===== config.mk =====
export PLATFORM = sky130hd
export DESIGN_NAME = plss_queue
export DESIGN_NICKNAME = d
export VERILOG_FILES = /design/src/rtl/core/plss_pkg.sv /design/src/rtl/core/plss_queue.sv
export SDC_FILE = /design/constraint.sdc
export NUM_CORES = 1
export LEC_CHECK = 0
export ABC_AREA = 0
export BUFFER_PORTS_ARGS = -buffer_cell sky130_fd_sc_hd__buf_2
export CAP_MARGIN = 20
export CORE_ASPECT_RATIO = 0.5
export CORE_MARGIN = 8
export CORE_UTILIZATION = 55
export CTS_BUF_LIST = sky130_fd_sc_hd__clkbuf_16
export DETAILED_ROUTE_END_ITERATION = 7
export HOLD_SLACK_MARGIN = 0.12
export PLACE_DENSITY = 0.81
export SYNTH_ARGS = -nofsm -noshare
export SYNTH_HDL_FRONTEND = slang
export SYNTH_SLANG_ARGS = --single-unit

===== constraint.sdc =====
create_clock -name clk -period 2.5 [get_ports clk]
set_input_delay 0.625 -clock clk [delete_from_list [all_inputs] [get_ports clk]]
set_output_delay 0.625 -clock clk [all_outputs]
set_load 0.01 [all_outputs]

===== src/rtl/core/plss_pkg.sv =====
// Shared types, codes and constants for the parallel LED string serializer.
package plss_pkg;

    localparam int DEF_LANES         = 6;
    localparam int DEF_LEDS_PER_LANE = 256;

    localparam int PIN_W       = 6;
    localparam int COLOR_SLOTS = 3;
    localparam int CFG_IDX_W   = 3;
    localparam int CFG_DATA_W  = 16;

    localparam int QUEUE_DEPTH = 4;
    localparam int Q_PTR_W     = 2;
    localparam int Q_CNT_W     = 3;

    // input kind codes
    localparam logic [1:0] KIND_WRITE = 2'd0;
    localparam logic [1:0] KIND_START = 2'd1;
    localparam logic [1:0] KIND_TICK  = 2'd2;

    // configuration register indexes
    localparam logic [CFG_IDX_W-1:0] REG_BIT_PERIOD = 3'd0;
    localparam logic [CFG_IDX_W-1:0] REG_SHORT_HIGH = 3'd1;
    localparam logic [CFG_IDX_W-1:0] REG_LONG_HIGH  = 3'd2;
    localparam logic [CFG_IDX_W-1:0] REG_RESET_GAP  = 3'd3;
    localparam logic [CFG_IDX_W-1:0] REG_LED_COUNT  = 3'd4;

    localparam logic [7:0]  RST_BIT_PERIOD = 8'd90;
    localparam logic [7:0]  RST_SHORT_HIGH = 8'd29;
    localparam logic [7:0]  RST_LONG_HIGH  = 8'd59;
    localparam logic [15:0] RST_RESET_GAP  = 16'd3600;
    localparam logic [8:0]  RST_LED_COUNT  = 9'd256;

    typedef enum logic [1:0] {
        OP_WRITE,
        OP_START,
        OP_TICK,
        OP_NONE
    } op_t;

    typedef enum logic [1:0] {
        PH_IDLE,
        PH_SEND,
        PH_GAP
    } phase_t;

    typedef struct packed {
        logic [1:0] kind;
        logic [2:0] lane_index;
        logic [7:0] led_position;
        logic [1:0] color_slot;
        logic [7:0] byte_value;
    } in_item_t;

    typedef struct packed {
        logic [PIN_W-1:0] pin_levels;
        logic             busy_res;
        logic             start_refused;
        logic             frame_done;
    } out_item_t;

    typedef struct packed {
        op_t      op;
        logic     wr_ok;
        in_item_t item;
    } cmd_t;

    typedef struct packed {
        logic [7:0]  bit_period_ticks;
        logic [7:0]  short_high_ticks;
        logic [7:0]  long_high_ticks;
        logic [15:0] reset_gap_ticks;
        logic [8:0]  led_count;
    } cfg_t;

endpackage


===== src/rtl/core/plss_queue.sv =====
// Short command queue between the front end and the sequencer.
module plss_queue (
    input  logic           clk,
    input  logic           rst_n,
    input  logic           push,
    input  plss_pkg::cmd_t push_data,
    output logic           full,
    input  logic           pop,
    output logic           valid,
    output plss_pkg::cmd_t pop_data
);
    import plss_pkg::*;

    cmd_t               entry_reg [QUEUE_DEPTH];
    logic [Q_PTR_W-1:0] wr_ptr_reg;
    logic [Q_PTR_W-1:0] wr_ptr_next;
    logic [Q_PTR_W-1:0] rd_ptr_reg;
    logic [Q_PTR_W-1:0] rd_ptr_next;
    logic [Q_CNT_W-1:0] count_reg;
    logic [Q_CNT_W-1:0] count_next;
    logic               do_pop;

    assign full     = (count_reg == Q_CNT_W'(QUEUE_DEPTH));
    assign valid    = (count_reg != '0);
    assign pop_data = entry_reg[rd_ptr_reg];
    assign do_pop   = pop && valid;

    always_comb
    begin
        wr_ptr_next = push ? wr_ptr_reg + 1'b1 : wr_ptr_reg;
        rd_ptr_next = do_pop ? rd_ptr_reg + 1'b1 : rd_ptr_reg;
        count_next  = count_reg;
        if (push && !do_pop)
        begin
            count_next = count_reg + 1'b1;
        end
        else if (!push && do_pop)
        begin
            count_next = count_reg - 1'b1;
        end
    end

    always_ff @(posedge clk or negedge rst_n)
    begin
        if (!rst_n)
        begin
            wr_ptr_reg <= '0;
            rd_ptr_reg <= '0;
            count_reg  <= '0;
        end
        else
        begin
            wr_ptr_reg <= wr_ptr_next;
            rd_ptr_reg <= rd_ptr_next;
            count_reg  <= count_next;
        end
    end

    always_ff @(posedge clk)
    begin
        if (push)
        begin
            entry_reg[wr_ptr_reg] <= push_data;
        end
    end

endmodule


==> results.toml <==
[setup_path]
worst_path_max_delay_cell = "sky130_fd_sc_hd__mux4_1"
critical_path.reg2reg.endpoint = "count_reg[2]"
worstPathCellList = "buf_12 > mux4_1 > buf_2"
rr_startpoint = "count_reg[0]"
critical_path_buf_inv_count = 2
start_kind = "flip-flop"
worst_r2r_path_depth = 8
arrival_ns = 1.78
crit_type = "reg2out"
timing.critical_path.to_type = "output port"
timing.critical_path.required_ns = 1.88
cp_slowest_stage_delay_ns = 0.60
r2r_slack_ns = 0.32
critPathTopFamily = "multiplexers"
worst-path-max-fanout = 25

[floorplanning]
die_height_microns = 77.8
die_w_microns = 140
initial_utilization = 0.571
core_area_sq_um = 7350
floorplan.die_area_sq_um = 10900
floorplan.io_pins = 58
rows = 22

[grt]
grt_pass1_vias = 2118
grt.overflow.total = 0
grt_usage = 0.141
grt_pass1_wl_microns = 11300
antenna_found_initial = 0
pin_count_of_the_biggest_net_entering_global_routing = 27

[final_layout]
largest_register_ffs = 104
final_layout_size_suffix_gt1_frac = 0.398
design.final.nets = 277
num_antenna_cells = 0
fillerInstances = 455
multiInputGateArea_sq_um = 822
area.sequential_sq_um = 3300
final_area_sq_um = 4920
syn2layout_area_growth_pct = 17.2

[clock_network]
post_cts.resized_instances = 0
cts_max_level = 3
cts_tree = "built"
cts_setup_buffers = 0
cts.reportedPaths.clkPinSlew_ns = 0.07
cts_hold_repair.buffers = 1
cts-root-buf = "sky130_fd_sc_hd__clkbuf_16"
clock-sinks = 111
cts-buffers-inserted = 9
worst_skew_pair.late_latency_ns = 0.34
cts-root-to-sink-buffers = 2

[detailed_routing]
vias = 1912
drt-wirelength-per-cell_microns = 21.3
initialDrtViolationCount = 151
drt_pre_antenna_iters = 4
avgViaCountPerCell = 5.59
ant_nets = 0
finalWirelength_microns = 7290
post-route-drc-count = 0

[placed_design]
place.gp.congestion = 0.643
area_after_detailed_placement_sq_um = 4620
dp_hpwl_microns = 4610
pre_cts_ws_ns = 0.311
port-buffer-count = 57

[hold_path]
timing.hold.worst.start = "push_data[24]"
min_path_cells = 1
timing.hold.worst.class = "in2reg"
min_to = "entry_reg[3][24]"

[run]
maxCapViolCount = 0

[synth]
syn_nets = 206
synth_cell_types = 20
yosys_warnings = 0
ys_seq_area_frac = 0.786
postSynthCellCount = 170
avgSynthCellArea_sq_um = 24.7
post_synth_instance_area_sq_um = 4200
postSynthRegisterBits = 111

[timing]
unrepaired_setup_endpoints_after_global_routing = "false"
timing.max_slew.rel_slack = 0.734
timing.final.max_slew_violations = 0
timing.final.ws_setup_ns = 0.0940
timing.final.crit_share = 0.962
fmaxAchievable_mhz = 416
timing.setup.tns_ns = 0
setup_viol = 0
final_min_period_ns = 2.41
slew_of_the_pin_with_the_lowest_slew_margin_ns = 0.399
hold_violations = 0
worst_clock_skew_ns = 0.00488

[power_and_ir_drop]
power_density_nw_per_um2 = 1140
leakagePower_nw = 1.76
vdd_drop_max_uv = 665

[status]
status = "finished clean"
[area by class of cell]
| class | instances | area share |
|---|---|---|
| Sequential cell | 111 | 0.670 |
| Multi-Input combinational cell | 50 | 0.167 |
| Clock buffer | 9 | 0.0458 |
| Timing Repair Buffer | 66 | 0.0773 |
| Clock inverter | 7 | 0.0127 |
| Inverter | 3 | 0.00229 |
| Tap cell | 96 | 0.0244 |
[per-stage QoR]
| step | power (mW) | cells | utilization | hold slack, ns |
|---|---|---|---|---|
| global route | 5.90 | 342 | 0.670 | 0.478 |
| CTS | 5.72 | 342 | 0.670 | 0.481 |
| floorplan | 3.74 | 170 | - | 0.329 |
| detailed placement | 4.34 | 325 | 0.629 | 0.472 |
| finish | 5.63 | 342 | 0.670 | 0.494 |
| global placement | 4.27 | 325 | 0.629 | 0.461 |
[layer usage]
metal  GRT usage  vias up  routed length [microns]  share of wire
met3      0.0482       11                      398          0.055
met1       0.162      978                     2980           0.41
met4      0.0634        0                      121          0.017
met2       0.241       70                     3790           0.52
met5           0        -                        0              0
li1            -      853                        -              -
[worst reg2reg max path: stages, from the launching register on]
cell	delay (ns)
sky130_fd_sc_hd__dfrtp_1	0.44
sky130_fd_sc_hd__or3_1	0.44
sky130_fd_sc_hd__nand2_1	0.12
sky130_fd_sc_hd__ha_1	0.19
sky130_fd_sc_hd__inv_1	0.06
sky130_fd_sc_hd__fa_1	0.38
sky130_fd_sc_hd__xor2_1	0.17
sky130_fd_sc_hd__nor2_1	0.12
sky130_fd_sc_hd__xor2_1	0.18
[cell families after synthesis]
group | count (synthesis) | synth area share
compound gates | 1 | 0.00119
xor+xnor | 6 | 0.0125
fa+ha+maj | 6 | 0.0197
buf+inv | 9 | 0.0185
flops | 111 | 0.786
mux | 27 | 0.149
simple gates | 10 | 0.0131
[cell usage after synthesis, drive strengths merged]
cell type  number  area [sq um]
edfxtp        104          3120
mux4           26           616
dfrtp           7           175
buf             6          66.3
ha              5          62.6
and2            4          25.0
inv             3          11.3
xnor2           3          26.3
xor2            3          26.3
nand2           2          7.51
fa              1          20.0
mux2            1          11.3
nand3           1          5.00
nor2            1          3.75
nor3b           1          7.51
o21ai           1          5.00
or3             1          6.26
[how the worst max path moves through the flow]
stage | slack [ns] | cells past startpoint | from | endpoint
5_1_grt | 0.006 | 3 | rd_ptr_reg[0] | pop_data[22]
4_1_cts | 0.05 | 3 | rd_ptr_reg[0] | pop_data[22]
3_3_place_gp | 0.45 | 3 | rd_ptr_reg[0] | pop_data[22]
2_1_floorplan | 0.45 | 8 | count_reg[0] | count_reg[2]
3_5_place_dp | 0.31 | 8 | count_reg[0] | count_reg[2]
6_report | 0.09 | 3 | rd_ptr_reg[0] | pop_data[22]
[power breakdown]
part	total (mW)	internal, mW	switching (mW)
logic	1.69	0.815	0.879
registers	2.58	2.45	0.132
clock network	1.36	0.767	0.592
total	5.63	4.03	1.60
[layout by cell type (no fill, tap or decap)]
cell type                       synthesis  layout
sky130_fd_sc_hd__edfxtp_1             104     104
sky130_fd_sc_hd__xor2_1                 3       3
sky130_fd_sc_hd__buf_12                 2       2
sky130_fd_sc_hd__buf_4                  0       6
sky130_fd_sc_hd__nor3b_1                1       1
sky130_fd_sc_hd__bufinv_16              0       1
sky130_fd_sc_hd__clkinv_1               0       3
sky130_fd_sc_hd__o21ai_0                1       1
sky130_fd_sc_hd__dlygate4sd3_1          0       1
sky130_fd_sc_hd__fa_1                   1       1
sky130_fd_sc_hd__mux4_2                18      18
sky130_fd_sc_hd__or3_1                  1       1
sky130_fd_sc_hd__dfrtp_1                7       6
sky130_fd_sc_hd__buf_2                  3      57
sky130_fd_sc_hd__and2_1                 4       4
sky130_fd_sc_hd__clkbuf_16              0       9
sky130_fd_sc_hd__dfrtp_2                0       1
sky130_fd_sc_hd__inv_6                  0       1
sky130_fd_sc_hd__nand3_1                1       1
sky130_fd_sc_hd__clkinvlp_4             0       1
sky130_fd_sc_hd__mux4_1                 8       8
sky130_fd_sc_hd__nor2_1                 1       1
sky130_fd_sc_hd__mux2_2                 1       1
sky130_fd_sc_hd__xnor2_1                3       3
sky130_fd_sc_hd__clkinv_2               0       1
sky130_fd_sc_hd__nand2_1                2       2
sky130_fd_sc_hd__ha_1                   5       5
sky130_fd_sc_hd__inv_1                  3       3
No activity file was read; power rests on OpenSTA's default activity.
